--- src/sv/lztd_ram.sv ---
// lztd_ram: generic one-write one-read memory with registered read data
// no dependencies

module lztd_ram #(
	parameter int WIDTH = 8,
	parameter int DEPTH = 64
) (
	input  logic                                   clk,
	input  logic                                   we,
	input  logic [(DEPTH > 1 ? $clog2(DEPTH) : 1)-1:0] waddr,
	input  logic [WIDTH-1:0]                       wdata,
	input  logic [(DEPTH > 1 ? $clog2(DEPTH) : 1)-1:0] raddr,
	output logic [WIDTH-1:0]                       rdata
);

	logic [WIDTH-1:0] mem_q [DEPTH];

	always_ff @(posedge clk) begin
		if (we) begin
			mem_q[waddr] <= wdata;
		end
		rdata <= mem_q[raddr];
	end

endmodule

--- config.mk ---
export PLATFORM = sky130hd
export DESIGN_NAME = lztd_ram
export DESIGN_NICKNAME = d
export VERILOG_FILES = /design/src/sv/lztd_ram.sv
export SDC_FILE = /design/constraint.sdc
export NUM_CORES = 1
export LEC_CHECK = 0
export BUFFER_PORTS_ARGS = -buffer_cell sky130_fd_sc_hd__buf_2
export CAP_MARGIN = 20
export CORE_MARGIN = 8
export CORE_UTILIZATION = 40
export CTS_CLUSTER_DIAMETER = 50
export DETAILED_ROUTE_END_ITERATION = 12
export PLACE_DENSITY = 0.56
export SLEW_MARGIN = 40
export SYNTH_ARGS = -nofsm -noshare
export SYNTH_HDL_FRONTEND = slang
export SYNTH_SLANG_ARGS = --single-unit
--- constraint.sdc ---
create_clock -name clk -period 2.6 [get_ports clk]
set_input_delay 0.26 -clock clk [delete_from_list [all_inputs] [get_ports clk]]
set_output_delay 0.26 -clock clk [all_outputs]
set_load 0.005 [all_outputs]
==> Yosys cells after proc, flatten, opt, wreduce, memory -nomap -nowiden <==
Memories as Yosys holds them, arrays and structs flattened. A register that Yosys moved wholly into a read port is not among the register bits.
Cells that the tools add are included.
{ "classes": {"mux": 2} }
{ "ops": {"columns": ["cell", "n"], "rows": [
  ["$mux W1", 2]
]} }
{ "word_totals": {"reg_bits": 0, "memories": 1, "out_inout_bits": 8, "wordCells": 3, "input_bits": 22, "ramBits": 512} }
{ "mem_list": {"columns": ["memory", "depth", "width", "read_ports", "rd_clocked_by_memory_dff", "wr", "line_no", "rtl"], "rows": [
  ["mem_q", 64, 8, 1, 1, 1, "16", "logic [WIDTH-1:0] mem_q [DEPTH];"]
]} }

==> Logic depth before layout (Yosys ltp) <==
Gate-level depths: netlist of run 1.
{ "logic_depth": {"ltp_word": 2, "mapped_depth": 9, "ltp_nobuf": 5} }

==> Worst setup path after synthesis of run 1 <==
OpenSTA, ideal clock, no wires.
{ "synth_timing": {"kind": "input-to-reg", "start": "input port raddr[1] in the netlist's numbering", "end": "register rdata[3] (read register of mem_q)", "setup_ns": 0.128, "t_required_ns": 2.472, "t_arrival_ns": 1.800, "setup_slack_ns": 0.672, "n_path_buf": 3, "path_stages": 7, "path_cell_list": "buf_4 > buf_2 > buf_2 > mux4_2 > mux4_2 > o21ai_1 > o41ai_1"} }
{ "synth_lines": {"columns": ["item", "line_no", "rtl"], "rows": [
  ["start: declaration", "12", "input logic [(DEPTH > 1 ? $clog2(DEPTH) : 1)-1:0] raddr,"],
  ["end: declaration", "13", "output logic [WIDTH-1:0] rdata"]
]} }

==> run summary, run 1 <==
outcome -> finished clean
EDFF count, synth -> 512
worst r2r src -> mem_q[21][4]
die width -> 241 um
clock buffer depth -> 3
Cells after Synth -> 940
Pwr Density -> 755 nW/um2
Detail Placement HPWL -> 29,500 um
crit share post-route -> 0.764
Worst Path Buf+Inv -> 0
gp weighted congestion -> 0.759
I/O pins -> 30
area overhead of the layout relative to synthesis -> 17.3%
total power -> 17.9 mW
critical-path cell list -> mux4_2 -> mux2_2 -> o221a_2 -> nor3_1 -> o32ai_1
remaining antenna violation count -> 0
busiest grt layer -> met2
Critical Path Start Type -> flip-flop
Most used DFF post-synth -> edfxtp_1
Worst Hold Margin -> 0.0894 ns
sequential-to-total area share from yosys stat -> 0.770
# resized after CTS -> 0
worst setup path startpoint -> mem_q[21][4]
Final Max Tran Viols -> 0
WL/cell -> 25.4 um
worst-path fanout max -> 1
cell family contributing the most delay on the critical path -> multiplexers
fillcell total -> 4,179
largest net degree at the start of global routing -> 65
met3 usage -> 0.0319
first-pass GRT wire length -> 68,300 um
clk_lat worst skew -> 0.59 ns
area of the core -> 50,000 um2
syn_nets -> 962
buffers added on ports -> 29
most instantiated library cell after synthesis -> edfxtp_1
GRT overflow -> 0
Async SR Flop Fraction -> 0
DIE HEIGHT -> 241 um
top cell type's share of synthesized area -> 0.762
Site Rows -> 82
Setup Fix Bufs, Post-CTS -> 0
final worst path period need -> 1.99 ns
endpoint type of the worst setup path -> flip-flop
Fin. Hold Viols -> 0
Clock transition at path regs -> 0.06 ns
initial core utilization -> 0.404
gr usage total -> 0.161
hold depth -> 3
hold crit path type -> in -> reg
warning count from the yosys run -> 0
synthesized area -> 20,200 um2
Num CTS Buffers -> 54
Slew @ Worst Pin -> 0.798 ns
max_slew headroom -> 0.468
cell type with the largest total area after synthesis -> edfxtp_1
Iteration-0 DRC Markers -> 846
hold_sp -> raddr[5]
Max VDD drop -> 0.000481 V
critical path data arrival time -> 2.44 ns
synth top area cells -> edfxtp_1 (76%), mux4_2 (14%), nor2_1 (1.5%), mux2i_1 (1.1%), dfxtp_1 (0.79%)
Global Route met1 Usage -> 0.216
synth unique cells -> 40
initial antenna violation count -> 2
pre-CTS setup slack -> 0.0531 ns
slowest cell delay on critical path -> 0.48 ns
CTS tree -> built
Synth Area per Inst -> 21.5 um2
synth cell count leaders -> edfxtp_1 (512), mux4_2 (126), nor2_1 (83)
first-pass detailed-route iteration total -> 4
post-route setup slack -> 0.614 ns
critical path depth -> 5
layout cells sized above 1 -> 0.327
critical path's slowest cell -> mux4_2
Final #Nets -> 1,117
Yosys reg bits -> 520
CP Class -> reg -> reg
worst-case reg-to-reg path depth -> 5
Vias per Instance -> 5.35
vias in the first global route -> 10.3k
Clock Skew -> 0.0140 ns
setup repair after global routing missed its margin -> no
die area -> 57,900 um2
number of diodes -> 0
htree depth -> 2
number of clock sinks -> 520
Max-Cap Viols -> 0
Fin Setup TNS -> 0 ns
Req. time, crit path -> 3.06 ns
Max Freq -> 0.504 GHz
total number of vias -> 9,687
# DRC -> 0
Leak -> 7.61 nW
M2 GR Usage -> 0.267
clock root buffer master -> clkbuf_16
hold buffer count at cts -> 0
DRT Wirelength -> 45,900 um
number of setup violations in the final report -> 0
==> stage by stage <==
step	utilization	area (um2)	cells
final	0.473	23600	1809
after global placement	0.438	21900	1711
after CTS	0.473	23600	1809
after floorplan	-	20200	940
after global routing	0.473	23600	1809
after detailed placement	0.438	21900	1711
==> placed cells by master (no fill, tap or decap), types with 3 or more instances in the layout <==
cell,n
nor2b_1,14
nand2_1,19
nor3_1,7
buf_12,10
mux2_2,13
clkbuf_1,8
o221ai_1,8
a22oi_1,3
buf_2,26
mux2i_1,23
o22ai_1,8
clkinv_1,10
a221oi_1,6
edfxtp_1,512
nand3_1,13
nor2_1,82
nand2b_1,7
buf_4,113
clkinv_2,11
clkbuf_16,57
nand3b_1,3
inv_6,3
o2bb2ai_1,3
a21oi_1,3
o2111ai_1,3
mux4_2,126
a211oi_1,4
dfxtp_1,8
bufinv_16,5
==> power breakdown <==
group,switching [mW],internal (mW),total [mW]
Combinational,0.536,0.369,0.905
Sequential,0.0291,9.28,9.31
Clock,3.16,4.49,7.65
==> final timing paths <==
path / endpoint / slack (ns)
min: rdata[0] / 0.09
max: rdata[4] / 0.61
min reg2reg: rdata[6] / 0.83
max reg2reg: rdata[4] / 0.61
==> sequential cells by signal, indices dropped and copies added, names as in the netlist <==
signal / cells
mem_q: 512
rdata: 8
==> metal layers <==
layer	up-vias	share of wire	routed length, um
met2	239	0.49	22500
met1	5131	0.43	19600
met5	-	0.00028	13
met4	2	0.028	1280
met3	78	0.054	2460
li1	4237	-	-
==> cells by family (layout without fill, tap and decap cells) <==
family                 count (synthesis)  count (layout)  share of synthesized area
multiplexers                         162             162                      0.159
AND/OR/NAND/NOR                      153             153                     0.0339
buffers and inverters                 51             248                     0.0157
flip-flops                           520             520                      0.770
AO/OA/AOI/OAI                         54              54                     0.0207
==> cell type report <==
type	instances	area [um2]	share of cell area
tap	672	841	0.0356
timing repair buffer	150	1190	0.0504
clock inverter	33	305	0.0129
sequential	520	15500	0.657
clock buffer	65	1460	0.0616
multi-input combinational	369	4320	0.183
==> worst reg2reg max path, stage by stage, from the launching register on <==
cell and delay, ns:
edfxtp_1 0.38, mux4_2 0.48, mux2_2 0.27, o221a_2 0.29, nor3_1 0.30, o32ai_1 0.14
Power figures use the tool's default switching activity.
==> inputs of run 2 (changes only) <==
- ABC_AREA: default -> 1
- PLACE_DENSITY: 0.56 -> 0.58
- clock period: 2.6 -> 1.8 ns (I/O delays scaled with it)
==> run summary, run 2 <==
worst-case reg-to-reg path depth -> 8 (+3)
WL/cell -> 20.9 um (-17%)
Iteration-0 DRC Markers -> 1,669 (+97%)
CP Class -> reg -> reg
hold crit path type -> in -> reg
hold depth -> 1 (-2)
Num CTS Buffers -> 55 (+1.9%)
Setup Fix Bufs, Post-CTS -> 0 (unchanged)
Max VDD drop -> 0.000788 V (+64%)
syn_nets -> 1,827 (+90%)
synth unique cells -> 16 (-60%)
Metal-1 WL -> 25,200 um (+29%)
number of setup violations in the final report -> 0 (unchanged)
synth top area cells -> edfxtp_1 (72%), nand2_1 (11%), nand3_1 (10%), buf_6 (1.8%), nor2_1 (0.99%)
R2R Setup Slk -> 0.44 ns (-0.17 ns)
critical path data arrival time -> 1.86 ns (-0.58 ns)
Site Rows -> 84 (+2.4%)
Internal -> 20.7 mW (+46%)
Max Freq -> 0.737 GHz (+46%)
Most flops, register -> mem_q
vias in the first global route -> 13.5k (+31%)
# DRC -> 0 (unchanged)
crit share post-route -> 0.754 (-0.00947)
DIE HEIGHT -> 247 um (+2.7%)
gr usage total -> 0.180 (+0.0185)
fillcell total -> 4,703 (+13%)
I/O pins -> 30 (unchanged)
total number of vias -> 14.0k (+45%)
highest metal used -> met4
Largest register FFs -> 512 (unchanged)
endpoint type of the worst setup path -> flip-flop
gp weighted congestion -> 0.825 (+8.6%)
met3 wire length -> 3860 um (+57%)
synthesized area -> 21,300 um2 (+5.8%)
EDFF count, synth -> 512 (unchanged)
Multi-input gate area -> 4950 um2 (+15%)
combinational power share -> 0.063 (+0.012)
final worst path period need -> 1.36 ns (-0.628 ns)
Yosys reg bits -> 520 (unchanged)
Pwr Density -> 1080 nW/um2 (+43%)
Clock transition at path regs -> 0.06 ns (about the same)
number of diodes -> 0 (unchanged)
final instance area -> 24,600 um2 (+4.2%)
Fin. Hold Viols -> 0 (unchanged)
layout cells sized above 1 -> 0.121 (-0.206)
worst-path fanout max -> 1 (unchanged)
Final Non-Filler Cells -> 2,634 (+46%)
Most used DFF post-synth -> edfxtp_1
Slew @ Worst Pin -> 0.774 ns (-0.0239 ns)
synth cell count leaders -> nand2_1 (648), edfxtp_1 (512), nand3_1 (439)
sequential-to-total area share from yosys stat -> 0.728 (-0.0423)
power share of the sequential group -> 0.505 (-0.016)
die width -> 247 um (+2.7%)
buffers added on ports -> 29 (unchanged)
commonest cells after routing, fill and taps aside -> nand2_1 (648), edfxtp_1 (512), nand3_1 (439), buf_4 (93)
DRT Wirelength -> 55,200 um (+20%)
first-pass detailed-route iteration total -> 6 (+2)
cell type with the largest total area after synthesis -> edfxtp_1
most instantiated library cell after synthesis -> nand2_1
Final Max Tran Viols -> 0 (unchanged)
CTS tree -> built
GRT overflow -> 0 (unchanged)
Async SR Flop Fraction -> 0 (unchanged)
Leak -> 9.00 nW (+18%)
Clock Power Share -> 0.432 (+0.004)
Detail Placement HPWL -> 32,100 um (+8.7%)
Fin Setup TNS -> 0 ns (unchanged)
max_slew headroom -> 0.484 (+0.0159)
area overhead of the layout relative to synthesis -> 15.5%
biggest regs -> mem_q x512, rdata x8
htree depth -> 2 (unchanged)
Max-Cap Viols -> 0 (unchanged)
warning count from the yosys run -> 0 (unchanged)
setup repair after global routing missed its margin -> no
clock root buffer master -> clkbuf_16
clock buffer depth -> 3 (unchanged)
hold buffer count at cts -> 2 (+2)
Clock Skew -> 0.0251 ns (+0.0111 ns)
Synth Area per Inst -> 11.8 um2 (-45%)
die area -> 61,000 um2 (+5.4%)
largest net degree at the start of global routing -> 100 (+54%)
clk_lat worst skew -> 0.61 ns (+0.02 ns)
Cells after Synth -> 1,805 (+92%)
switching pwr -> 5.93 mW (+59%)
commonest non-fill, non-tap cell in the layout -> nand2_1
area of the core -> 52,700 um2 (+5.4%)
placed cell areas -> 22,800 um2 (+4.1%)
initial antenna violation count -> 0 (-2)
Placed Cells -> 2,528 (+48%)
metal2 WL -> 25,000 um (+11%)
Critical Path Start Type -> flip-flop
# resized after CTS -> 0 (unchanged)
storage element area -> 15,500 um2 (unchanged)
initial core utilization -> 0.405 (+0.00164)
remaining antenna violation count -> 0 (unchanged)
first-pass GRT wire length -> 84,000 um (+23%)
Req. time, crit path -> 2.30 ns (-0.76 ns)
top cell type's share of synthesized area -> 0.720 (-0.0419)
number of clock sinks -> 520 (unchanged)
Final #Nets -> 1,921 (+72%)
Net Sw Frac -> 0.223 (+0.0143)
Vias per Instance -> 5.32 (-0.72%)
outcome -> finished clean
run 2: changes by cell type in the layout (fill, tap and decap cells not counted), moves of 9 or more:
cell	change
nor2b_1	-14
buf_4	-20
mux2i_1	-23
buf_12	+17
mux4_2	-126
nor2_1	-26
inv_1	+9
nand3_1	+426
nand2_1	+629
mux2_2	-13
run 2: routing by layer:
metal,vias to the layer above,global-route usage
li1,6539,-
met1,6931,0.262
met2,451,0.273
met3,82,0.0340
met4,0,0.0499
met5,-,0
run 2: worst max-delay path, stage by stage (launching register included):
cell      delay, ns
edfxtp_1       0.36
nand2_1        0.10
nand3_1        0.12
nand3_1        0.09
nand2_1        0.06
nand2_1        0.11
nand3_1        0.15
nand3_1        0.19
nand2_1        0.08
run 2: worst paths after layout:
path / to / from
worst max-delay path: rdata[1] / mem_q[0][1]
worst min-delay path: mem_q[20][0] / wdata[0]
worst max register to register: rdata[1] / mem_q[0][1]
worst min register to register: rdata[2] / mem_q[56][2]
run 2: stage by stage:
stage          power, mW   util  hold slack, ns  setup WS (ns)
4_1_cts             26.8  0.468         0.00513          0.445
3_5_place_dp        15.4  0.433           0.593         0.0524
3_3_place_gp        15.3  0.433           0.585         0.0567
6_report            26.6  0.468          0.0274          0.442
5_1_grt             27.4  0.468          0.0198          0.347
2_1_floorplan       14.6      -           0.279         -0.146
run 2: area by class of cell:
| class | instances | area share |
|---|---|---|
| clock buffer | 73 | 0.0615 |
| clock inverter | 31 | 0.0132 |
| inverter | 12 | 0.00213 |
| multi-input combinational | 1160 | 0.201 |
| sequential | 520 | 0.631 |
| tap | 688 | 0.0349 |
| timing repair buffer | 150 | 0.0570 |
run 2: logic make-up (layout without fill, tap and decap cells):
group | after synthesis | in the layout | share of synthesized area
AND/OR/NAND/NOR | 1160 | 1160 | 0.232
buffers and inverters | 125 | 266 | 0.0402
flip-flops | 520 | 520 | 0.728
run 2: power groups by stage:
stage               combinational, mW  clock (mW)  sequential [mW]
global placement                 1.66           0             13.7
global route                     1.83        12.1             13.4
detailed placement               1.67           0             13.7
floorplan                       0.942           0             13.7
CTS                              1.68        11.7             13.4
finish                           1.68        11.5             13.4
