<file path="src/sv/lztd_pkg.sv">
// lztd_pkg: shared types and constants of the lz78 token decoder
// no dependencies; used by every module of the block but lztd_ram

package lztd_pkg;

	localparam int IDX_W = 16;
	localparam int SYM_W = 8;

	typedef enum logic [2:0] {
		ST_OK        = 3'd0,
		ST_FULL      = 3'd1,
		ST_BAD_INDEX = 3'd2,
		ST_TOO_LONG  = 3'd3,
		ST_HALTED    = 3'd4
	} status_t;

	typedef struct packed {
		logic full;
		logic empty;
	} fifo_flags_t;

endpackage

</file>
<file path="src/sv/lztd_ram.sv">
// lztd_ram: generic one-write one-read memory with registered read data
// no dependencies

module lztd_ram #(
	parameter int WIDTH = 8,
	parameter int DEPTH = 64
) (
	input  logic                                   clk,
	input  logic                                   we,
	input  logic [(DEPTH > 1 ? $clog2(DEPTH) : 1)-1:0] waddr,
	input  logic [WIDTH-1:0]                       wdata,
	input  logic [(DEPTH > 1 ? $clog2(DEPTH) : 1)-1:0] raddr,
	output logic [WIDTH-1:0]                       rdata
);

	logic [WIDTH-1:0] mem_q [DEPTH];

	always_ff @(posedge clk) begin
		if (we) begin
			mem_q[waddr] <= wdata;
		end
		rdata <= mem_q[raddr];
	end

endmodule

</file>
<file path="src/sv/lztd_back.sv">
// lztd_back: walks the parent chain of each good token and emits its bytes
// depends on lztd_pkg and lztd_ram

module lztd_back #(
	parameter int DICT_ENTRIES = 4096,
	parameter int MAX_STRING   = 64,
	localparam int CW = $clog2(DICT_ENTRIES + 1),
	localparam int AW = $clog2(DICT_ENTRIES),
	localparam int LW = $clog2(MAX_STRING + 1),
	localparam int BW = (MAX_STRING > 1) ? $clog2(MAX_STRING) : 1
) (
	input  logic                        clk,
	input  logic                        arst_n,
	input  lztd_pkg::fifo_flags_t       flags,
	output logic                        pop,
	input  lztd_pkg::status_t           cmd_status,
	input  logic [CW-1:0]               cmd_idx,
	input  logic [lztd_pkg::SYM_W-1:0]  cmd_sym,
	input  logic [LW-1:0]               cmd_len,
	output logic [AW-1:0]               dict_raddr,
	input  logic [CW-1:0]               rd_parent,
	input  logic [lztd_pkg::SYM_W-1:0]  rd_sym,
	output logic [lztd_pkg::SYM_W-1:0]  out_byte,
	output logic                        last_of_token,
	output logic [2:0]                  status,
	output logic                        result_valid,
	input  logic                        result_stall
);

	typedef enum logic [2:0] {B_IDLE, B_START, B_WALK, B_PRIME, B_EMIT} bstate_t;

	bstate_t                     state_q;
	logic                        valid_q;
	logic [lztd_pkg::SYM_W-1:0]  byte_q;
	logic                        last_q;
	lztd_pkg::status_t           status_q;
	logic [CW-1:0]               p_q;
	logic [lztd_pkg::SYM_W-1:0]  sym_q;
	logic [BW-1:0]               lm1_q;
	logic [BW-1:0]               k_q;
	logic                        out_free;
	logic [LW-1:0]               cmd_lm1;
	logic [CW-1:0]               link_m1;
	logic                        buf_we;
	logic [BW-1:0]               buf_waddr;
	logic [lztd_pkg::SYM_W-1:0]  buf_wdata;
	logic [BW-1:0]               buf_raddr;
	logic [lztd_pkg::SYM_W-1:0]  buf_rdata;

	assign result_valid  = valid_q;
	assign out_byte      = byte_q;
	assign last_of_token = last_q;
	assign status        = status_q;

	assign out_free = !valid_q || !result_stall;
	assign pop      = (state_q == B_IDLE) && !flags.empty &&
	                  ((cmd_status == lztd_pkg::ST_OK) || out_free);
	assign cmd_lm1  = cmd_len - LW'(1);

	// next link comes straight from the entry just read
	assign link_m1    = ((state_q == B_WALK) ? rd_parent : p_q) - CW'(1);
	assign dict_raddr = link_m1[AW-1:0];

	always_comb begin
		buf_we    = 1'b0;
		buf_waddr = lm1_q;
		buf_wdata = sym_q;
		if (state_q == B_START) begin
			buf_we = 1'b1;
		end else if (state_q == B_WALK) begin
			buf_we    = 1'b1;
			buf_waddr = k_q - BW'(1);
			buf_wdata = (p_q == '0) ? '0 : rd_sym;
		end
		buf_raddr = ((state_q == B_EMIT) && out_free) ? (k_q + BW'(1)) : k_q;
	end

	lztd_ram #(.WIDTH(lztd_pkg::SYM_W), .DEPTH(MAX_STRING)) u_rev_buf (
		.clk   (clk),
		.we    (buf_we),
		.waddr (buf_waddr),
		.wdata (buf_wdata),
		.raddr (buf_raddr),
		.rdata (buf_rdata)
	);

	always_ff @(posedge clk or negedge arst_n) begin
		if (!arst_n) begin
			state_q <= B_IDLE;
			valid_q <= 1'b0;
		end else begin
			if (valid_q && !result_stall) begin
				valid_q <= 1'b0;
			end
			case (state_q)
				B_IDLE: begin
					if (pop) begin
						if (cmd_status != lztd_pkg::ST_OK) begin
							valid_q  <= 1'b1;
							byte_q   <= '0;
							last_q   <= 1'b1;
							status_q <= cmd_status;
						end else begin
							p_q     <= cmd_idx;
							sym_q   <= cmd_sym;
							lm1_q   <= cmd_lm1[BW-1:0];
							k_q     <= cmd_lm1[BW-1:0];
							state_q <= B_START;
						end
					end
				end
				B_START: begin
					state_q <= (lm1_q == '0) ? B_PRIME : B_WALK;
				end
				B_WALK: begin
					k_q <= k_q - BW'(1);
					p_q <= (p_q == '0) ? '0 : rd_parent;
					if (k_q == BW'(1)) begin
						state_q <= B_PRIME;
					end
				end
				B_PRIME: begin
					state_q <= B_EMIT;
				end
				B_EMIT: begin
					if (out_free) begin
						valid_q  <= 1'b1;
						byte_q   <= buf_rdata;
						last_q   <= (k_q == lm1_q);
						status_q <= lztd_pkg::ST_OK;
						k_q      <= k_q + BW'(1);
						if (k_q == lm1_q) begin
							state_q <= B_IDLE;
						end
					end
				end
				default: state_q <= B_IDLE;
			endcase
		end
	end

	a_err_shape: assert property (@(posedge clk) disable iff (!arst_n)
		(valid_q && status_q != lztd_pkg::ST_OK) |-> (last_q && byte_q == '0))
		else $error("error result carries data");
	a_walk_index: assert property (@(posedge clk) disable iff (!arst_n)
		(state_q == B_WALK) |-> (k_q != '0)) else $error("walk ran past string start");

endmodule

</file>
<file path="config.mk">
export PLATFORM = sky130hd
export DESIGN_NAME = lztd_back
export DESIGN_NICKNAME = d
export VERILOG_FILES = /design/src/sv/lztd_pkg.sv /design/src/sv/lztd_ram.sv /design/src/sv/lztd_back.sv
export SDC_FILE = /design/constraint.sdc
export NUM_CORES = 1
export LEC_CHECK = 0
export BUFFER_PORTS_ARGS = -buffer_cell sky130_fd_sc_hd__buf_2
export CORE_ASPECT_RATIO = 1.1
export CORE_MARGIN = 1
export CORE_UTILIZATION = 50
export CTS_CLUSTER_SIZE = 25
export DETAILED_ROUTE_END_ITERATION = 7
export PLACE_DENSITY = 0.67
export REMOVE_ABC_BUFFERS = 1
export SLEW_MARGIN = 20
export SYNTH_ARGS = -nofsm -noshare
export SYNTH_HDL_FRONTEND = slang
export SYNTH_SLANG_ARGS = --single-unit
</file>
<file path="constraint.sdc">
create_clock -name clk -period 7.13 [get_ports clk]
set_clock_uncertainty 0.1 [all_clocks]
set_input_delay 0.713 -clock clk [delete_from_list [all_inputs] [get_ports clk]]
set_output_delay 0.713 -clock clk [all_outputs]
set_load 0.01 [all_outputs]
</file>
### Word-level counts from Yosys, hierarchy flattened

Memory sizes are Yosys's and may differ from the RTL's. A register that Yosys moved wholly into a read port is not among the register bits.
Cells that the tools add are included.

| operators by class | value |
|---|---|
| reductions and logical operators | 22 |
| equal/unequal tests | 12 |
| bitwise logic cells | 1 |
| $add $sub $neg | 4 |
| muxes and demuxes | 43 |

Operators with widths:

| kind | number |
|---|---|
| $mux W8 | 6 |
| $mux W13 | 3 |
| $mux W6 | 6 |
| $pmux W13 S2 | 1 |
| $mux W3 | 8 |
| $pmux W6 S3 | 1 |
| $pmux W8 S2 | 1 |
| $pmux W3 S5 | 1 |
| $reduce_and A5 Y1 | 3 |
| $logic_not A13 Y1 | 1 |
| $mux W1 | 12 |
| $mux W12 | 1 |
| $sub A12 B1 Y12 const B | 1 |
| $sub A6 B1 Y6 const B | 2 |
| $reduce_and A4 Y1 | 2 |
| $add A6 B1 Y6 const B | 1 |
| $eq A3 B2 Y1 const B | 2 |
| $eq A6 B1 Y1 const B | 1 |
| $eq A6 B6 Y1 | 1 |
| $logic_not A3 Y1 | 2 |
| $logic_not A6 Y1 | 1 |
| $ne A2 B1 Y1 const B | 3 |
| $ne A2 B2 Y1 const B | 3 |
| $pmux W3 S2 | 1 |
| 9 further kinds | 18 |

| word-level totals | value |
|---|---|
| logic and storage cells | 92 |
| memories kept | 1 |
| output and inout port bits | 26 |
| bits in writable memories | 512 |
| input bits | 57 |
| register bits after elaboration | 49 |

Memory list:

| name | words | bits a word | rd ports | clocked after memory_dff | write ports | RTL line | source |
|---|---|---|---|---|---|---|---|
| u_rev_buf.mem_q | 64 | 8 | 1 | 1 | 1 | lztd_ram.sv:16 | `logic [WIDTH-1:0] mem_q [DEPTH];` |

### Logic depth before layout (Yosys ltp)

| depth | value |
|---|---|
| depth in word-level cells | 6 |
| mapped depth | 13 |
| depth with buffers taken out | 10 |

### Cells and area by module

From an unflattened synthesis, not the netlist that was laid out.

| second synthesis, totals | value |
|---|---|
| cells, all modules | 1221 |
| area, all modules | 23209.8 µm² |

By module, submodules not included:

| module | area an instance (µm²) | seq. area each (µm²) | times used | cells each |
|---|---|---|---|---|
| lztd_ram | 20166.8 | 15534.9 | 1 | 940 |
| lztd_back | 3042.9 | 1451.4 | 1 | 281 |

### Worst setup path after synthesis

OpenSTA, ideal clock, no wires.

| path | value |
|---|---|
| path type | flip-flop to flip-flop |
| from | register state_q[0] |
| to | memory u_rev_buf.mem_q[0][0], data pin |
| stages on the path, launching flop included | 9 |
| required time | 6.329 ns |
| slack | 2.026 ns |
| library setup time | 0.701 ns |
| arrival time | 4.303 ns |
| path buffers | 4 |
| path through | dfrtp_1 buf_4 nor2_1 and2_1 clkbuf_1 clkbuf_1 buf_1 nand2_1 o21ai_0 |

| between the ends | value |
|---|---|
| word-level cells in the longest chain between the ends | 3 |
| elaborated cells on any way between the ends | 4 |
| those cells by class | eq/ne: 2; mux: 2 |

RTL lines:

| element | RTL line | source |
|---|---|---|
| start: declaration | lztd_back.sv:32 | `bstate_t state_q;` |
| start signal: assignment | lztd_back.sv:113 | `state_q <= (lm1_q == '0) ? B_PRIME : B_WALK;` |
| $eq A3 B2 Y1 | lztd_back.sv:70 | `end else if (state_q == B_WALK) begin` |
| $mux W8 | lztd_back.sv:70 |  |
| $mux W8 * | lztd_back.sv:68 | `if (state_q == B_START) begin` |
| via buf_wdata (one bit) | lztd_back.sv:46 | `logic [lztd_pkg::SYM_W-1:0] buf_wdata;` |
| end: declaration | lztd_ram.sv:16 |  |

The timed path passes the listed nets; every way through them passes the cells marked *.

### Final worst setup path

| path | value |
|---|---|
| from | register state_q[1] |
| to | register u_rev_buf.rdata[4] (read register of u_rev_buf.mem_q) |

| between the ends | value |
|---|---|
| word-level cells in the longest chain between the ends | 3 |

RTL lines:

| element | RTL line | source |
|---|---|---|
| $eq A3 B3 Y1 | lztd_back.sv:75 | `buf_raddr = ((state_q == B_EMIT) && out_free) ? (k_q + BW'(1)) : k_q;` |
| $logic_and A1 B1 Y1 | lztd_back.sv:75 |  |
| $mux W6 | lztd_back.sv:75 |  |
| end: declaration | lztd_ram.sv:13 | `output logic [WIDTH-1:0] rdata` |

No other way between the ends.
A chain may end at the register's enable or synchronous reset.

==> impl_summary.md <==
Run status
The flow ran to the end, and the final reports show no timing, DRC or antenna violations.

STA
The final hold violation count was 0. The share of the cycle needed by the critical path after routing is 70.49%. The final-report max-slew violation count was 0. The relative slew slack is 28.60%.

Setup repair after global routing left no endpoint under its margin. At the pin with the least slew margin, the transition time is between 1000 and 1500 ps. The time the final worst path needs with I/O delays and setup is 5026 ps.

The maximum clock rate is 0.1990 GHz. The final count of negative-setup-slack endpoints is 0.

Logic synthesis
The count of cell types in the netlist is approximately 70. Of all cell types, the one taking the most synthesized area is sky130_fd_sc_hd__edfxtp_1. The cell count after synthesis came out at between 1500 and 2000.

The proportion of synthesized chip area in sequential cells is about two thirds. Synthesis inferred 569 register bits. The cell area that synthesis handed to floorplanning was between 20000 and 25000 um2. In the synthesized netlist the async set-or-reset flop fraction comes to 0.7030%. The area fraction of the dominant cell type after synthesis is 67.27%. The most used flip-flop cell after synthesis is sky130_fd_sc_hd__edfxtp_1. A synthesized cell averages 14.04 um2.

Yosys attributes the largest share of cell area to sky130_fd_sc_hd__edfxtp_1, sky130_fd_sc_hd__mux2i_1, sky130_fd_sc_hd__nand2_1, sky130_fd_sc_hd__mux4_2, sky130_fd_sc_hd__nand3_1. Yosys printed 0 warnings. Counting flops with a built-in enable in the synthesized netlist gives 557.

Drt
The first TritonRoute pass finished after 5 iterations. The final layout contains routed wiring with a total length of 60370 um. The count of nets left with antenna violations once routing finished came out at 0. After detailed routing, the number of remaining DRC violations is 0. The DRC violation total after the first TritonRoute iteration is 1627. The wire length per cell after detailed routing is 23.84 um. In the routed layout, each cell is associated on average with a via count of 6.098. Detailed routing inserted a total of 15439 vias.

Clocking
The H-tree was split into 2 levels. The clock tree buffer depth is 3. The clock input transition at the sequential cells of the worst setup and hold paths is 60 ps. For the worst-skew pair, the clock arrives at the later sink with an insertion delay of just over 600 ps. The post-cts sizing count is 0. Clock tree synthesis inserted a total of 55 buffers.

The clock tree from TritonCTS is yes. The number of buffers inserted by post-CTS setup repair is 0. The clock net in this run drives a total of 569 sinks.

The buffer cell driving the clock tree root is sky130_fd_sc_hd__clkbuf_16.

Final layout
The share of cells above drive strength 1 is 14.84%. The number of nets in the finished design is 1900. After routing the design area is 27840 um2. The most common cell after layout, fill and taps aside is sky130_fd_sc_hd__edfxtp_1. Measured on the finished design, the core utilization comes to between 50% and 60%. The number of antenna diodes is 0. The top cell types in the final layout, fill and taps aside, are sky130_fd_sc_hd__edfxtp_1, sky130_fd_sc_hd__nand2_1, sky130_fd_sc_hd__mux2i_1. The area added between synthesis and finish is 11.97%.

Global route
The largest net degree at the start of global routing is 80. The total congestion overflow is 0. The first global-routing pass estimated about 91000 um of wire. The number of antenna violations at the first check in global routing was 0. The number of global-route vias before repair is around 15000. Global routing used 24.00% of the available tracks.

Worst setup path
Data arrives at the worst endpoint at 5470 ps. The capturing element of the worst setup path is u_rev_buf.rdata[4]. In this run the worst path has a maximum fanout of 79. The type of the worst setup path is reg -> reg. The most critical setup path has its startpoint at state_q[1]. The endpoint identified for the worst register-to-register timing path is u_rev_buf.rdata[4]. Data on the critical path is required at its endpoint by approximately 7600 ps. The startpoint of the lowest-slack register-to-register path is state_q[1]. The kind of capture point of the worst setup path is a register. The worst reg-to-reg path cell count is 9.

The worst register-to-register path has a setup slack of about 2100 ps. The worst setup path is launched from a register.

Placement
The total placed instance area is 26020 um2. In this run the tool buffered the top-level ports with 80 buffer cells. The final estimated routing congestion in global placement is around 0.9. The HPWL after detailed placement is approximately 36000 um.

Floorplan
Measured along the x axis, the die boundary spans 214.6 um. The overall die height is 235.9 um. The number of placed I/O pins is 83. The floorplan has 85 rows. The core box area is a little under 50000 um2. The effective utilization at floorplan is 50.72%. The die covers 50630 um2.

Power and ir drop
The analysis attributes to cell leakage a power of 9.474 nW. VDD sags by at most 0.0002425 V. The power density relative to cell area is 389.2 nW/um2.

Job
Across the run, the number of max-cap violations was 0.

Min path
The class of the most critical hold timing path is in -> reg. Along the worst hold path, the cell count comes to 1. The critical hold path startpoint is cmd_sym[2].
[power by group]
group	switching (mW)	leakage [nW]	internal, mW
clock network	1.22	0.885	1.73
registers	0.127	5.16	4.43
logic	2.34	3.43	0.994
[cell type report]
cell class,count,area [um2]
clock inverter,31,369.1
inverter,9,33.78
multi-input combinational,1086,7508
clock buffer,68,1446
tap,652,815.8
timing repair buffer,117,680.7
fill,3829,21190
sequential,569,16990
[logic make-up after synthesis]
group | count (synthesis) | share of synthesized area (%)
XOR/XNOR | 29 | 1.021
flip-flops | 569 | 68.31
multiplexers | 197 | 10.59
buffers and inverters | 116 | 2.093
adder cells (fa/ha/maj) | 5 | 0.2516
AND/OR/NAND/NOR | 633 | 11.19
AO/OA/AOI/OAI | 222 | 6.547
[synth_stat cells, types with 8 or more instances]
cell,count
sky130_fd_sc_hd__a211oi_1,29
sky130_fd_sc_hd__a21boi_0,14
sky130_fd_sc_hd__a21oi_1,16
sky130_fd_sc_hd__a22oi_1,9
sky130_fd_sc_hd__a31oi_1,14
sky130_fd_sc_hd__a32oi_1,17
sky130_fd_sc_hd__and2_1,17
sky130_fd_sc_hd__and3_1,18
sky130_fd_sc_hd__buf_1,14
sky130_fd_sc_hd__buf_2,38
sky130_fd_sc_hd__clkbuf_1,48
sky130_fd_sc_hd__dfxtp_1,8
sky130_fd_sc_hd__edfxtp_1,557
sky130_fd_sc_hd__inv_1,8
sky130_fd_sc_hd__mux2_2,8
sky130_fd_sc_hd__mux2i_1,137
sky130_fd_sc_hd__mux4_2,52
sky130_fd_sc_hd__nand2_1,342
sky130_fd_sc_hd__nand3_1,84
sky130_fd_sc_hd__nand4_1,10
sky130_fd_sc_hd__nor2_1,96
sky130_fd_sc_hd__nor3_1,28
sky130_fd_sc_hd__o2111ai_1,20
sky130_fd_sc_hd__o21a_1,8
sky130_fd_sc_hd__o21ai_0,39
sky130_fd_sc_hd__or4_1,8
sky130_fd_sc_hd__xnor2_1,19
sky130_fd_sc_hd__xor2_1,10
[what timing repair did]
action                                  CTS  global route
hold endpoints to repair                  4             0
hold buffers                              1             0
endpoints found under the setup margin    0             0
[stage by stage]
step	hold slack, ps	total power, mW	setup TNS (ps)	instances	setup slack (ps)
floorplan	317.4	6.787	-11280	1664	-1797
global placement	394.7	7.859	0	2432	2132
detailed placement	405.0	7.940	0	2432	2161
CTS	159.2	10.87	0	2532	2156
global route	171.2	11.26	0	2532	1893
finish	184.0	10.83	0	2532	2104
[critical path: stages, from the launching register on]
cell                        delay (ps)
sky130_fd_sc_hd__dfrtp_1           550
sky130_fd_sc_hd__nor3b_4           800
sky130_fd_sc_hd__nand3_1           770
sky130_fd_sc_hd__nand2_4           690
sky130_fd_sc_hd__buf_4             790
sky130_fd_sc_hd__nand2_1           120
sky130_fd_sc_hd__nand3_1           130
sky130_fd_sc_hd__nand4_1           210
sky130_fd_sc_hd__o2111ai_1         500
sky130_fd_sc_hd__or4_1             240
[flip-flops by register name, indices dropped and copies added, names as in the netlist, 6 cells and up]
signal	flops
sym_q	8
u_rev_buf.mem_q	512
u_rev_buf.rdata	8
lm1_q	6
k_q	6
out_byte	8
p_q	13
[worst min path at each step]
stage | to | slack, ps
after global routing | sym_q[2] | 170
final | sym_q[2] | 180
after CTS | sym_q[2] | 160
after floorplan | result_valid | 320
after detailed placement | out_byte[3] | 400
after global placement | out_byte[4] | 390
[routing by layer]
metal  global-route usage [%]  vias up  part of all wire [%]
met4                    9.957        0                   3.7
met1                    33.02     7675                    41
met5                        0        -                     0
li1                         -     6925                     -
met3                    3.030      117                   8.0
met2                    38.89      722                    48
Power figures use the tool's default switching activity.
