**src/sv/lztd_pkg.sv**
```systemverilog
// lztd_pkg: shared types and constants of the lz78 token decoder
// no dependencies; used by every module of the block but lztd_ram

package lztd_pkg;

	localparam int IDX_W = 16;
	localparam int SYM_W = 8;

	typedef enum logic [2:0] {
		ST_OK        = 3'd0,
		ST_FULL      = 3'd1,
		ST_BAD_INDEX = 3'd2,
		ST_TOO_LONG  = 3'd3,
		ST_HALTED    = 3'd4
	} status_t;

	typedef struct packed {
		logic full;
		logic empty;
	} fifo_flags_t;

endpackage

```
**src/sv/lztd_fifo.sv**
```systemverilog
// lztd_fifo: two-entry command queue between front and back
// depends on lztd_pkg

module lztd_fifo #(
	parameter int WIDTH = 32
) (
	input  logic                 clk,
	input  logic                 arst_n,
	input  logic                 push,
	input  logic [WIDTH-1:0]     wdata,
	input  logic                 pop,
	output logic [WIDTH-1:0]     rdata,
	output lztd_pkg::fifo_flags_t flags
);

	logic [WIDTH-1:0] slot_q [2];
	logic             wr_ptr_q;
	logic             rd_ptr_q;
	logic [1:0]       cnt_q;

	assign rdata       = slot_q[rd_ptr_q];
	assign flags.full  = (cnt_q == 2'd2);
	assign flags.empty = (cnt_q == 2'd0);

	always_ff @(posedge clk) begin
		if (push) begin
			slot_q[wr_ptr_q] <= wdata;
		end
	end

	always_ff @(posedge clk or negedge arst_n) begin
		if (!arst_n) begin
			wr_ptr_q <= 1'b0;
			rd_ptr_q <= 1'b0;
			cnt_q    <= 2'd0;
		end else begin
			if (push) begin
				wr_ptr_q <= ~wr_ptr_q;
			end
			if (pop) begin
				rd_ptr_q <= ~rd_ptr_q;
			end
			cnt_q <= cnt_q + {1'b0, push} - {1'b0, pop};
		end
	end

	a_no_overflow: assert property (@(posedge clk) disable iff (!arst_n)
		push |-> (!flags.full || pop)) else $error("push into full queue");
	a_no_underflow: assert property (@(posedge clk) disable iff (!arst_n)
		pop |-> !flags.empty) else $error("pop from empty queue");

endmodule

```
**config.mk**
```make
export PLATFORM = sky130hd
export DESIGN_NAME = lztd_fifo
export DESIGN_NICKNAME = d
export VERILOG_FILES = /design/src/sv/lztd_pkg.sv /design/src/sv/lztd_fifo.sv
export SDC_FILE = /design/constraint.sdc
export NUM_CORES = 1
export LEC_CHECK = 0
export ABC_AREA = 1
export BUFFER_PORTS_ARGS = -buffer_cell sky130_fd_sc_hd__buf_2
export CAP_MARGIN = 20
export CELL_PAD_IN_SITES_DETAIL_PLACEMENT = 0
export CELL_PAD_IN_SITES_GLOBAL_PLACEMENT = 1
export CORE_MARGIN = 2
export CORE_UTILIZATION = 38
export CTS_CLUSTER_DIAMETER = 80
export DETAILED_ROUTE_END_ITERATION = 10
export PLACE_DENSITY = 0.78
export REMOVE_ABC_BUFFERS = 1
export SYNTH_ARGS = -nofsm -noshare
export SYNTH_HDL_FRONTEND = slang
export SYNTH_SLANG_ARGS = --single-unit
```
**constraint.sdc**
```tcl
create_clock -name clk -period 2.3 [get_ports clk]
set_input_delay 0.345 -clock clk [delete_from_list [all_inputs] [get_ports clk]]
set_output_delay 0.345 -clock clk [all_outputs]
set_load 0.05 [all_outputs]
```
## Word-level counts from Yosys, hierarchy flattened

Memories as Yosys holds them, arrays and structs flattened.
Cells that the tools add are included.

- Word-level logic and storage cells: 12
- Memories: 1
- Bits in writable memories: 64
- Output and inout port bits: 34
- Bits of input ports: 36
- Flip-flop bits (word level): 4

Memories:

| memory | words | width | read ports | clocked after Yosys merged registers in | write ports | RTL line | RTL |
|---|---|---|---|---|---|---|---|
| slot_q | 2 | 32 | 1 | 0 | 1 | lztd_fifo.sv:16 | `logic [WIDTH-1:0] slot_q [2];` |

- Muxes and demuxes: 2
- Bitwise operators: 2
- Eq/ne operators: 1
- Add/sub/neg operators: 2
- Reductions and logical operators: 1

Operator list:

| operator | count |
|---|---|
| 2-bit by 1-bit adder with 2-bit output | 1 |
| 2-bit equality test (second input constant) | 1 |
| 2-bit logical NOT | 1 |
| 1-bit 2-to-1 mux | 2 |
| 1-bit inverter | 2 |
| 2-bit by 1-bit subtractor with 2-bit output | 1 |

## Depth between registers and ports, before layout

Gate-level depths: netlist of run 1.

- Depth in word-level cells: 2
- Mapped depth: 7
- Gate-level depth less buffers: 7

## Worst setup path after synthesis of run 1

OpenSTA, ideal clock, no wires.

- Kind: register to register
- Start: register wr_ptr_q
- End: memory slot_q[0][0], enable pin
- Stages on the path, launching flop included: 2
- Path buffers: 0
- Library setup time: 0.422 ns
- Required time: 1.878 ns
- Period minus slack after synthesis: 2.187 ns
- Data arrival time: 1.765 ns
- Setup slack: 0.113 ns
- Cells stage by stage: dfrtp_1 nor2_1

RTL lines:

| what | RTL line | RTL |
|---|---|---|
| start, declared | lztd_fifo.sv:17 | `logic wr_ptr_q;` |
| start signal, assigned | lztd_fifo.sv:38 | `wr_ptr_q <= ~wr_ptr_q;` |
| end, declared | lztd_fifo.sv:16 |  |

No word-level cell before the write port.

## Worst setup path in the final report of run 1

- Start: register rd_ptr_q
- End: output port rdata[0]

- Word-level cells in the longest chain between the ends: 1

Ends and longest elaborated chain:

| what | RTL line | RTL |
|---|---|---|
| start, declared | lztd_fifo.sv:18 | `logic rd_ptr_q;` |
| start signal, assigned | lztd_fifo.sv:41 | `rd_ptr_q <= ~rd_ptr_q;` |
| memory 2 x 32 bit | - |  |
| end, declared | lztd_fifo.sv:12 | `output logic [WIDTH-1:0] rdata,` |

Every way passes these cells.

==> out/summary.json, run 1 <==
{
  "route": {
    "postRouteAntennaNets": 0,
    "detail_route.first_pass.iterations": 4,
    "route.detailed.drc": 0,
    "post_drt_wl_per_cell_um": 11.8,
    "postRouteWirelength_um": 4380,
    "route.layer.met1.wl_um": 1910,
    "topmost_layer_with_routed_signal_wires": "met4",
    "met3_length_um": 206,
    "dr_wl_met2_um": 2210,
    "detailroute.via_count": 1570,
    "first_iter_violations": 67,
    "vias_per_cell": 4.24
  },
  "synthesis": {
    "ys_seq_elements": 68,
    "synth_largest_area_cell": "edfxtp_1",
    "yosysWarningCount": 0,
    "post_synth.cell_area_avg_um2": 14.1,
    "synth_compound_area_share_pct": 9.66,
    "synth_top_family_by_area": "compound AO/OA/AOI/OAI gates",
    "synth-xor-area-share_pct": 0.647,
    "synth-simple-area-share_pct": 5.87,
    "synthAdderAreaFrac_pct": 0.925,
    "seq_area_frac_synth_pct": 74.7,
    "synthDominantCellAreaShare_pct": 71.0,
    "muxShareOfSynthArea_pct": 0,
    "mappedNetlistArea_mm2": 0.00271,
    "synth.distinct_cells": 13,
    "postSynthCellCount": 192,
    "synthTopCellsByArea": "edfxtp_1, o21ai_2, inv_1"
  },
  "layout": {
    "n_fill_cell": 630,
    "final-seq-area_mm2": 0.00202,
    "antenna_cells": 0,
    "multi_input_area_um2": 470,
    "post_route_cells_drive_above_1_share_pct": 41.2,
    "post_route_standard_cell_area_excluding_fillers_mm2": 0.00333,
    "area_delta_synth_final_pct": 23.1,
    "finalNetCount": 308
  },
  "clock_network": {
    "clock_sinks": 68,
    "cts_made_buffers": 9,
    "worst_skew_pair.late_latency_ns": 0.33,
    "cts_tree": "yes",
    "clk_root_buffer_cell": "clkbuf_8",
    "ctsLongestPathBuffers": 2,
    "cts_resized": 0,
    "htree_levels": 3,
    "cts.reportedPaths.clkPinSlew_ns": 0.07
  },
  "floorplanning": {
    "initial_core_util_pct": 39.6,
    "coreArea_mm2": 0.00683,
    "floorplan.die_area_mm2": 0.00781,
    "top_level_ports": 70,
    "rows": 30,
    "dieHeight_um": 88.4,
    "die_w_um": 88.4
  },
  "timing": {
    "fin_tns_setup_ns": 0,
    "timing.max_slew.rel_slack_pct": 64.0,
    "worst_pin_slew_ns": 0.538,
    "min_period_ns": 2.08,
    "max_frequency_ghz": 0.482,
    "period_utilization_post_route_pct": 90.2,
    "timing.final.setup_violations": 0,
    "skew_ns": 0.00345,
    "whs_ns": 0.197,
    "report.final.slew_viol_count": 0,
    "hold_violations": 0,
    "grt_setup_unrepaired": "false"
  },
  "setup_path": {
    "timing.critical_path.from_type": "flop",
    "critPathCaptureType": "output port",
    "required_ns": 1.96,
    "crit_type": "flop to output port",
    "crit_path_max_fanout": 22,
    "crit_arrival_ns": 1.73
  },
  "power_and_ir_drop": {
    "cellLeakagePower_nw": 1.45,
    "power-per-cell-area_mw_per_mm2": 1440,
    "worst_ir_drop_vdd_v": 0.000607
  },
  "place": {
    "numPortBuffers": 69,
    "placed_cell_area_mm2": 0.00317,
    "finalWeightedCongestion": 0.696,
    "dp_hpwl_um": 2950
  },
  "min_path": {
    "hp-class": "input pin to flop"
  },
  "run": {
    "drv.max_cap_violation_count": 0
  },
  "global_routing": {
    "globalRouteTotalUtil_pct": 12.3,
    "largest_net_degree_at_the_start_of_global_routing": 32,
    "grt_pass1_vias": 1420,
    "grt_antenna_before_repair": 0,
    "grt_pass1_wl_um": 6800,
    "grt_remaining_overflow": 0
  },
  "outcome": {
    "outcome": "completed"
  }
}
## sequential cells by signal (all words and copies together) (netlist names)
signal / cells
cnt_q: 2
slot_q: 64
wr_ptr_q: 1
rd_ptr_q: 1
## metrics by stage
stage | setup WS (ns) | std cells | total power, mW | utilization, %
6_report | 0.224 | 370 | 4.80 | 48.8
5_1_grt | 0.0496 | 370 | 5.08 | 48.8
3_5_place_dp | 0.549 | 354 | 4.10 | 46.4
3_3_place_gp | 0.568 | 354 | 4.06 | 46.4
4_1_cts | 0.181 | 370 | 4.88 | 48.8
2_1_floorplan | -0.749 | 185 | 3.51 | -
## worst paths after layout
| kind | start | cells after the start | slack, ns | endpoint |
|---|---|---|---|---|
| setup / recovery | rd_ptr_q$_DFFE_PN0P_ | 4 | 0.22 | rdata[0] |
| hold / removal | wdata[29] | 1 | 0.20 | slot_q[0][29]$_DFFE_PP_ |
| setup reg to reg | wr_ptr_q$_DFFE_PN0P_ | 2 | 0.88 | slot_q[0][16]$_DFFE_PP_ |
| hold reg to reg | wr_ptr_q$_DFFE_PN0P_ | 1 | 0.55 | wr_ptr_q$_DFFE_PN0P_ |
| max in group asynchronous | arst_n | 2 | 1.81 | rd_ptr_q$_DFFE_PN0P_ |
| min in group asynchronous | arst_n | 2 | 0.35 | cnt_q[0]$_DFF_PN0_ |
## per-layer routing
| layer | track usage [%] | vias up |
|---|---|---|
| met4 | 5.37 | 0 |
| li1 | - | 807 |
| met1 | 14.7 | 714 |
| met2 | 19.5 | 43 |
| met3 | 5.04 | 6 |
| met5 | 0 | - |
## kinds of logic (layout without fill, tap and decap cells)
logic type | count (synthesis) | after routing
buf+inv | 46 | 128
simple gates | 42 | 42
flops | 68 | 68
fa+ha+maj | 2 | 2
compound gates | 32 | 32
xor+xnor | 2 | 2
## worst max-delay path, stage by stage (launching register included)
cell,delay [ns]
dfrtp_2,0.68
buf_4,0.30
nand2_1,0.06
o21ai_0,0.07
buf_2,0.29
## timing repair
item                                   in CTS  in global routing
endpoints found under the hold margin       4                  0
hold buffers                                1                  0
setup buffers                               0                  0
## area by class of cell
type,instances,share of cell area [%]
Sequential cell,68,60.7
Clock buffer,11,3.94
Clock inverter,4,0.526
Inverter,39,4.39
Multi-Input combinational cell,78,14.1
Timing Repair Buffer,74,12.7
Tap cell,96,3.60
## cells in the mapped netlist
cell type and count:
buf_6 6, o21ai_1 1, xor2_1 2, ha_1 2, o21ai_2 27, edfxtp_1 64, nand2_1 38, dfrtp_1 4
nand3_1 1, nor2_1 3, buf_4 1, inv_1 39, o21ai_0 4
## power breakdown
group	switching (mW)	internal [mW]
clock network	0.400	0.375
logic	1.70	0.536
registers	0.145	1.65
## cell usage in the layout, fill, tap and decap left out
master          n
buf_2          69
nand2_1        38
nand3_1         1
clkbuf_8        9
nor2_4          1
o21ai_2        27
dlygate4sd3_1   1
clkinv_2        2
dfrtp_2         1
clkinv_1        2
o21ai_1         1
clkbuf_1        2
buf_4           1
nor2_1          2
xor2_1          2
dfrtp_1         3
inv_1          39
buf_12          3
edfxtp_1       64
ha_1            2
o21ai_0         4
No activity file was read; power rests on OpenSTA's default activity.
==> run 2: changes to the inputs <==
--- a/config.mk
+++ b/config.mk
@@ -16,2 +16,3 @@
 export DETAILED_ROUTE_END_ITERATION = 10
+export MAX_ROUTING_LAYER = met4
 export PLACE_DENSITY = 0.78
==> constraint.sdc (replaced) <==
create_clock -name clk -period 2.3 [get_ports clk]
set_input_delay 0.23 -clock clk [delete_from_list [all_inputs] [get_ports clk]]
set_output_delay 0.23 -clock clk [all_outputs]
set_load 0.05 [all_outputs]
==> out/summary.json, run 2 (same netlist as run 1, synthesis figures left out) <==
{
  "timing": {
    "hold_violations": {"value": 0, "change": "unchanged"},
    "grt_setup_unrepaired": "false",
    "report.final.slew_viol_count": {"value": 0, "change": "unchanged"},
    "fin_tns_setup": {"value": 0, "unit": "ns", "change": "unchanged"},
    "skew": {"value": 0.00553, "unit": "ns", "change": "+0.00208 ns"},
    "max_frequency": {"value": 0.533, "unit": "GHz", "change": "+11%"},
    "min_period": {"value": 1.87, "unit": "ns", "change": "-0.201 ns"},
    "whs": {"value": 0.0929, "unit": "ns", "change": "-0.104 ns"},
    "timing.final.setup_violations": {"value": 0, "change": "unchanged"},
    "timing.max_slew.rel_slack": {"value": 65.4, "unit": "%", "change": "+1.4 points"},
    "worst_pin_slew": {"value": 0.517, "unit": "ns", "change": "-0.0211 ns"},
    "period_utilization_post_route": {"value": 81.5, "unit": "%", "change": "-8.7 points"},
    "finalWorstSetupSlack": {"value": 0.425, "unit": "ns", "change": "+0.201 ns"}
  },
  "place": {
    "dp.cells": {"value": 356, "change": "+0.56%"},
    "detailedPlace.worstSlack": {"value": 0.731, "unit": "ns", "change": "+0.182 ns"},
    "numPortBuffers": {"value": 69, "change": "unchanged"},
    "dp_hpwl": {"value": 3020, "unit": "um", "change": "+2.4%"},
    "finalWeightedCongestion": {"value": 0.688, "change": "-1.1%"},
    "placed_cell_area": {"value": 0.00316, "unit": "mm2", "change": "-0.32%"}
  },
  "global_routing": {
    "grt_remaining_overflow": {"value": 0, "change": "unchanged"},
    "grt_pass1_vias": {"value": 1473, "change": "+3.7%"},
    "grt.met1_usage": {"value": 13.8, "unit": "%", "change": "-0.86 points"},
    "grt_met2_use": {"value": 19.1, "unit": "%", "change": "-0.41 points"},
    "largest_net_degree_at_the_start_of_global_routing": {"value": 34, "change": "+6.3%"},
    "grt.met3_usage": {"value": 3.64, "unit": "%", "change": "-1.4 points"},
    "grt_pass1_wl": {"value": 6490, "unit": "um", "change": "-4.6%"},
    "top_usage_layer": "met2",
    "grt_antenna_before_repair": {"value": 0, "change": "unchanged"},
    "globalRouteTotalUtil": {"value": 12.0, "unit": "%", "change": "-0.27 points"}
  },
  "floorplanning": {
    "rows": {"value": 30, "change": "unchanged"},
    "coreArea": {"value": 0.00683, "unit": "mm2", "change": "unchanged"},
    "top_level_ports": {"value": 70, "change": "unchanged"},
    "initial_core_util": {"value": 39.6, "unit": "%", "change": "unchanged"},
    "dieHeight": {"value": 88.4, "unit": "um", "change": "unchanged"},
    "floorplan.die_area": {"value": 0.00781, "unit": "mm2", "change": "unchanged"},
    "die_w": {"value": 88.4, "unit": "um", "change": "unchanged"}
  },
  "run": {
    "drv.max_cap_violation_count": {"value": 0, "change": "unchanged"}
  },
  "power_and_ir_drop": {
    "worst_ir_drop_vdd": {"value": 0.000545, "unit": "V", "change": "-10%"},
    "cellLeakagePower": {"value": 1.46, "unit": "nW", "change": "+1.2%"},
    "power-per-cell-area": {"value": 1460, "unit": "mW/mm2", "change": "+1.4%"}
  },
  "layout": {
    "post_route_cells_drive_above_1_share": {"value": 42.6, "unit": "%", "change": "+1.4 points"},
    "biggestRegsByFlops": "slot_q x64, cnt_q x2",
    "largest_reg_flops": {"value": 64, "change": "unchanged"},
    "max_flop_register": "slot_q",
    "antenna_cells": {"value": 0, "change": "unchanged"},
    "finalNonFillerCells": {"value": 373, "change": "+0.81%"},
    "post_route_standard_cell_area_excluding_fillers": {"value": 0.00336, "unit": "mm2", "change": "+0.75%"},
    "mostFrequentLayoutCell": "buf_2",
    "area_delta_synth_final_pct": 24.0,
    "layout_common_cells": "buf_2, edfxtp_1, inv_1, nand2_1, o21ai_2",
    "finalNetCount": {"value": 310, "change": "+0.65%"}
  },
  "route": {
    "detail_route.first_pass.iterations": {"value": 4, "change": "unchanged"},
    "post_drt_wl_per_cell": {"value": 11.2, "unit": "um", "change": "-5.5%"},
    "vias_per_cell": {"value": 4.17, "change": "-1.8%"},
    "detailroute.via_count": {"value": 1555, "change": "-0.96%"},
    "first_iter_violations": {"value": 59, "change": "-12%"},
    "route.detailed.drc": {"value": 0, "change": "unchanged"},
    "postRouteAntennaNets": {"value": 0, "change": "unchanged"},
    "postRouteWirelength": {"value": 4170, "unit": "um", "change": "-4.7%"}
  },
  "min_path": {
    "hp-class": "input pin to flop"
  },
  "clock_network": {
    "worst_skew_pair.late_latency": {"value": 0.32, "unit": "ns", "change": "about the same"},
    "cts.reportedPaths.clkPinSlew": {"value": 0.07, "unit": "ns", "change": "about the same"},
    "clock_sinks": {"value": 68, "change": "unchanged"},
    "ctsLongestPathBuffers": {"value": 2, "change": "unchanged"},
    "cts_made_buffers": {"value": 9, "change": "unchanged"},
    "clk_root_buffer_cell": "clkbuf_8",
    "cts_resized": {"value": 0, "change": "unchanged"},
    "cts_tree": "yes",
    "htree_levels": {"value": 3, "change": "unchanged"}
  },
  "setup_path": {
    "required": {"value": 2.07, "unit": "ns", "change": "+0.11 ns"},
    "crit_path_max_fanout": {"value": 17, "change": "-23%"},
    "crit_type": "flop to output port",
    "timing.critical_path.from_type": "flop",
    "crit_arrival": {"value": 1.64, "unit": "ns", "change": "-0.09 ns"},
    "critPathCaptureType": "output port"
  },
  "outcome": {
    "outcome": "completed"
  }
}
[run 2: cell type report]
type / instances / area (um2)
Fill cell: 637 / 3470
Sequential cell: 68 / 2020
Multi-Input combinational cell: 78 / 470
Timing Repair Buffer: 76 / 413
Inverter: 39 / 146
Clock buffer: 11 / 131
Tap cell: 96 / 120
Clock inverter: 5 / 52.6
[run 2: routing by layer]
| layer | part of all wire, % | wire length, um |
|---|---|---|
| met2 | 51 | 2130 |
| met5 | 0 | 0 |
| met4 | 1.4 | 60 |
| met3 | 3.6 | 152 |
| met1 | 44 | 1830 |
[run 2: critical path, stage by stage, from the launching register on]
cell and delay (ns):
dfrtp_2 0.59, buf_4 0.31, nand2_1 0.09, o21ai_2 0.06
buf_2 0.27
[run 2: final timing paths]
path                                      startpoint                     end  slack (ns)  cells after the start
worst max-delay path            rd_ptr_q$_DFFE_PN0P_                rdata[3]        0.43                      4
worst min-delay path                        wdata[7]  slot_q[0][7]$_DFFE_PP_        0.09                      1
worst max register to register  wr_ptr_q$_DFFE_PN0P_  slot_q[0][5]$_DFFE_PP_        0.85                      2
worst min register to register  wr_ptr_q$_DFFE_PN0P_    wr_ptr_q$_DFFE_PN0P_        0.55                      1
max in group asynchronous                     arst_n    rd_ptr_q$_DFFE_PN0P_        1.92                      2
min in group asynchronous                     arst_n      cnt_q[0]$_DFF_PN0_        0.24                      2
[run 2: through the flow]
| stage | utilization [%] | power (mW) |
|---|---|---|
| after CTS | 49.1 | 4.98 |
| final | 49.1 | 4.91 |
| after floorplan | - | 3.51 |
| after global routing | 49.1 | 5.19 |
| after detailed placement | 46.3 | 4.07 |
| after global placement | 46.3 | 4.04 |
[run 2: where the power goes]
group          leakage [nW]  internal, mW  switching (mW)  total, mW
Clock                0.0931         0.496           0.410      0.906
Combinational         0.724         0.522            1.71       2.23
Sequential            0.647          1.65           0.121       1.77
[run 2: repair_timing]
action,CTS,global route
buffers inserted,0,0
hold endpoints to repair,4,0
hold buffers,1,0
==> run 3: changes to the inputs <==
CORE_UTILIZATION = 42   (was 38)
PLACE_DENSITY = 0.82   (was 0.78)
clock period = 1.8 ns   (was 2.3 ns; I/O delays follow)
==> out/summary.json, run 3 (same netlist as run 1, synthesis figures left out) <==
{
  "timing": {
    "skew": {"value": 0.00350, "unit": "ns", "change": "-0.00203 ns"},
    "hold_violations": {"value": 0, "change": "unchanged"},
    "whs": {"value": 0.0346, "unit": "ns", "change": "-0.0583 ns"},
    "grt_setup_unrepaired": "false",
    "report.final.slew_viol_count": {"value": 0, "change": "unchanged"},
    "max_frequency_ghz": 0.608,
    "timing.final.setup_violations": {"value": 0, "change": "unchanged"},
    "min_period_ns": 1.64,
    "worst_pin_slew": {"value": 0.331, "unit": "ns", "change": "-0.187 ns"},
    "timing.max_slew.rel_slack": {"value": 78.0, "unit": "%", "change": "+13 points"},
    "period_utilization_post_route_pct": 91.4
  },
  "route": {
    "detail_route.first_pass.iterations": {"value": 4, "change": "unchanged"},
    "detailroute.via_count": {"value": 1574, "change": "+1.2%"},
    "vias_per_cell": {"value": 4.43, "change": "+6.4%"},
    "post_drt_wl_per_cell": {"value": 12.0, "unit": "um", "change": "+7.6%"},
    "postRouteWirelength": {"value": 4270, "unit": "um", "change": "+2.4%"},
    "route.detailed.drc": {"value": 0, "change": "unchanged"},
    "first_iter_violations": {"value": 80, "change": "+36%"},
    "postRouteAntennaNets": {"value": 0, "change": "unchanged"}
  },
  "layout": {
    "max_flop_register": "slot_q",
    "mostFrequentLayoutCell": "buf_2",
    "area_delta_synth_final_pct": 22.8,
    "n_fill_cell": {"value": 558, "change": "-12%"},
    "antenna_cells": {"value": 0, "change": "unchanged"},
    "multi_input_area": {"value": 470, "unit": "um2", "change": "unchanged"},
    "final-seq-area": {"value": 0.00202, "unit": "mm2", "change": "unchanged"},
    "finalNetCount": {"value": 312, "change": "+0.65%"},
    "layout_common_cells": "buf_2, edfxtp_1, inv_1, nand2_1, o21ai_2",
    "largest_reg_flops": {"value": 64, "change": "unchanged"},
    "post_route_cells_drive_above_1_share": {"value": 41.7, "unit": "%", "change": "-0.87 points"},
    "biggestRegsByFlops": "slot_q x64, cnt_q x2"
  },
  "setup_path": {
    "required": {"value": 1.62, "unit": "ns", "change": "-0.45 ns"},
    "timing.critical_path.max_delay_family": "buffers and inverters",
    "timing.critical_path.from_type": "flop",
    "critPathBufInv": {"value": 2, "change": "unchanged"},
    "worst_path_cell_chain": "buf_12, nand2_1, o21ai_1, buf_2",
    "crit_path_max_fanout": {"value": 28, "change": "+11"},
    "crit_path_max_incr_delay": {"value": 0.48, "unit": "ns", "change": "-0.11 ns"},
    "startpoint": "rd_ptr_q$_DFFE_PN0P_",
    "crit_arrival": {"value": 1.46, "unit": "ns", "change": "-0.18 ns"},
    "regToRegStartpoint": "wr_ptr_q$_DFFE_PN0P_",
    "critical_path.slowest_cell": "dfrtp_2",
    "crit_type": "flop to output port",
    "critPathCaptureType": "output port"
  },
  "clock_network": {
    "htree_levels": {"value": 3, "change": "unchanged"},
    "cts.reportedPaths.clkPinSlew": {"value": 0.07, "unit": "ns", "change": "about the same"},
    "cts_tree": "yes",
    "clk_root_buffer_cell": "clkbuf_8",
    "clock_sinks": {"value": 68, "change": "unchanged"},
    "worst_skew_pair.late_latency": {"value": 0.33, "unit": "ns", "change": "about the same"},
    "cts_made_buffers": {"value": 9, "change": "unchanged"},
    "cts_resized": {"value": 0, "change": "unchanged"},
    "ctsLongestPathBuffers": {"value": 2, "change": "unchanged"}
  },
  "global_routing": {
    "globalRouteTotalUtil": {"value": 13.8, "unit": "%", "change": "+1.8 points"},
    "grt_remaining_overflow": {"value": 0, "change": "unchanged"},
    "largest_net_degree_at_the_start_of_global_routing": {"value": 29, "change": "-15%"},
    "grt_pass1_wl": {"value": 7020, "unit": "um", "change": "+8.2%"},
    "grt_pass1_vias": {"value": 1502, "change": "+2.0%"},
    "grt_antenna_before_repair": {"value": 0, "change": "unchanged"}
  },
  "floorplanning": {
    "dieHeight": {"value": 84.3, "unit": "um", "change": "-4.7%"},
    "coreArea": {"value": 0.00628, "unit": "mm2", "change": "-8.1%"},
    "top_level_ports": {"value": 70, "change": "unchanged"},
    "rows": {"value": 29, "change": "-3.3%"},
    "floorplan.die_area": {"value": 0.00710, "unit": "mm2", "change": "-9.1%"},
    "die_w": {"value": 84.3, "unit": "um", "change": "-4.7%"},
    "initial_core_util": {"value": 43.1, "unit": "%", "change": "+3.5 points"}
  },
  "power_and_ir_drop": {
    "power.share.combinational": {"value": 48.0, "unit": "%", "change": "+2.5 points"},
    "power.sequential.fraction": {"value": 36.3, "unit": "%", "change": "+0.2 points"},
    "power-per-cell-area": {"value": 1850, "unit": "mW/mm2", "change": "+27%"},
    "internal_power": {"value": 3.31, "unit": "mW", "change": "+24%"},
    "cellLeakagePower": {"value": 1.46, "unit": "nW", "change": "-0.19%"},
    "power.net_switching": {"value": 2.86, "unit": "mW", "change": "+27%"},
    "clock_power_share": {"value": 15.8, "unit": "%", "change": "-2.7 points"},
    "worst_ir_drop_vdd": {"value": 0.000908, "unit": "V", "change": "+67%"},
    "power.total": {"value": 6.16, "unit": "mW", "change": "+26%"},
    "power_switching_share": {"value": 46.3, "unit": "%", "change": "+0.69 points"}
  },
  "place": {
    "dp_hpwl": {"value": 2910, "unit": "um", "change": "-3.6%"},
    "numPortBuffers": {"value": 69, "change": "unchanged"},
    "finalWeightedCongestion": {"value": 0.724, "change": "+5.2%"}
  },
  "outcome": {
    "outcome": "completed"
  },
  "min_path": {
    "hp-class": "input pin to flop",
    "min_from": "wdata[12]"
  },
  "run": {
    "drv.max_cap_violation_count": {"value": 0, "change": "unchanged"}
  }
}
-- run 3: changes by cell type in the layout (fill, tap and decap cells not counted), sizes merged --
| cell | before | now |
|---|---|---|
| clkbuf | 11 | 10 |
| bufinv | 1 | 0 |
| clkinvlp | 1 | 0 |
| buf | 75 | 77 |
| clkinv | 3 | 5 |
-- run 3: what timing repair did --
action / in CTS / in global routing
endpoints found under the hold margin: 4 / 0
setup endpoints to repair: 0 / 14
setup buffers: 0 / 2
hold buffers: 1 / 0
-- run 3: layer usage --
layer	wire length [um]	GRT usage (%)	share of wire [%]	vias to the layer above
li1	-	-	-	808
met1	1760	16.0	41	712
met2	2170	21.2	51	47
met3	288	4.52	6.7	7
met4	49	7.48	1.1	0
met5	0	-	0	-
-- run 3: final cells by class --
cell class | count | area share, %
clock buffers | 10 | 3.84
clock inverters | 5 | 0.602
repair buffers | 78 | 13.2
multi-input cells | 78 | 14.2
inverters | 39 | 4.40
flip-flops and latches | 68 | 60.9
well taps | 77 | 2.90
-- run 3: worst paths after layout --
check	end	slack [ns]	depth (start not counted)
max in group asynchronous	rd_ptr_q$_DFFE_PN0P_	1.48	2
max reg2reg	slot_q[0][0]$_DFFE_PP_	0.59	2
min	slot_q[0][12]$_DFFE_PP_	0.03	1
min reg2reg	wr_ptr_q$_DFFE_PN0P_	0.55	1
min in group asynchronous	rd_ptr_q$_DFFE_PN0P_	0.19	2
max	rdata[30]	0.16	4
-- run 3: power by group through the flow --
stage                     clock network [mW]  logic (mW)  registers (mW)
after global routing                    1.09        3.17            2.26
after CTS                               1.02        2.95            2.26
after detailed placement                   0        2.94            2.29
after floorplan                            0        2.07            2.41
after global placement                     0        2.92            2.28
final                                  0.972        2.96            2.24
-- run 3: metrics by stage --
step | utilization [%] | setup slack [ns] | std cells | TNS, ns | area, um2
final | 53.0 | 0.155 | 355 | 0 | 3320
after global routing | 53.0 | 0.0554 | 355 | 0 | 3320
after CTS | 52.7 | 0.0193 | 353 | 0 | 3310
after detailed placement | 50.2 | 0.394 | 337 | 0 | 3150
after global placement | 50.2 | 0.415 | 337 | 0 | 3150
after floorplan | - | -1.08 | 185 | -32.14 | 2630
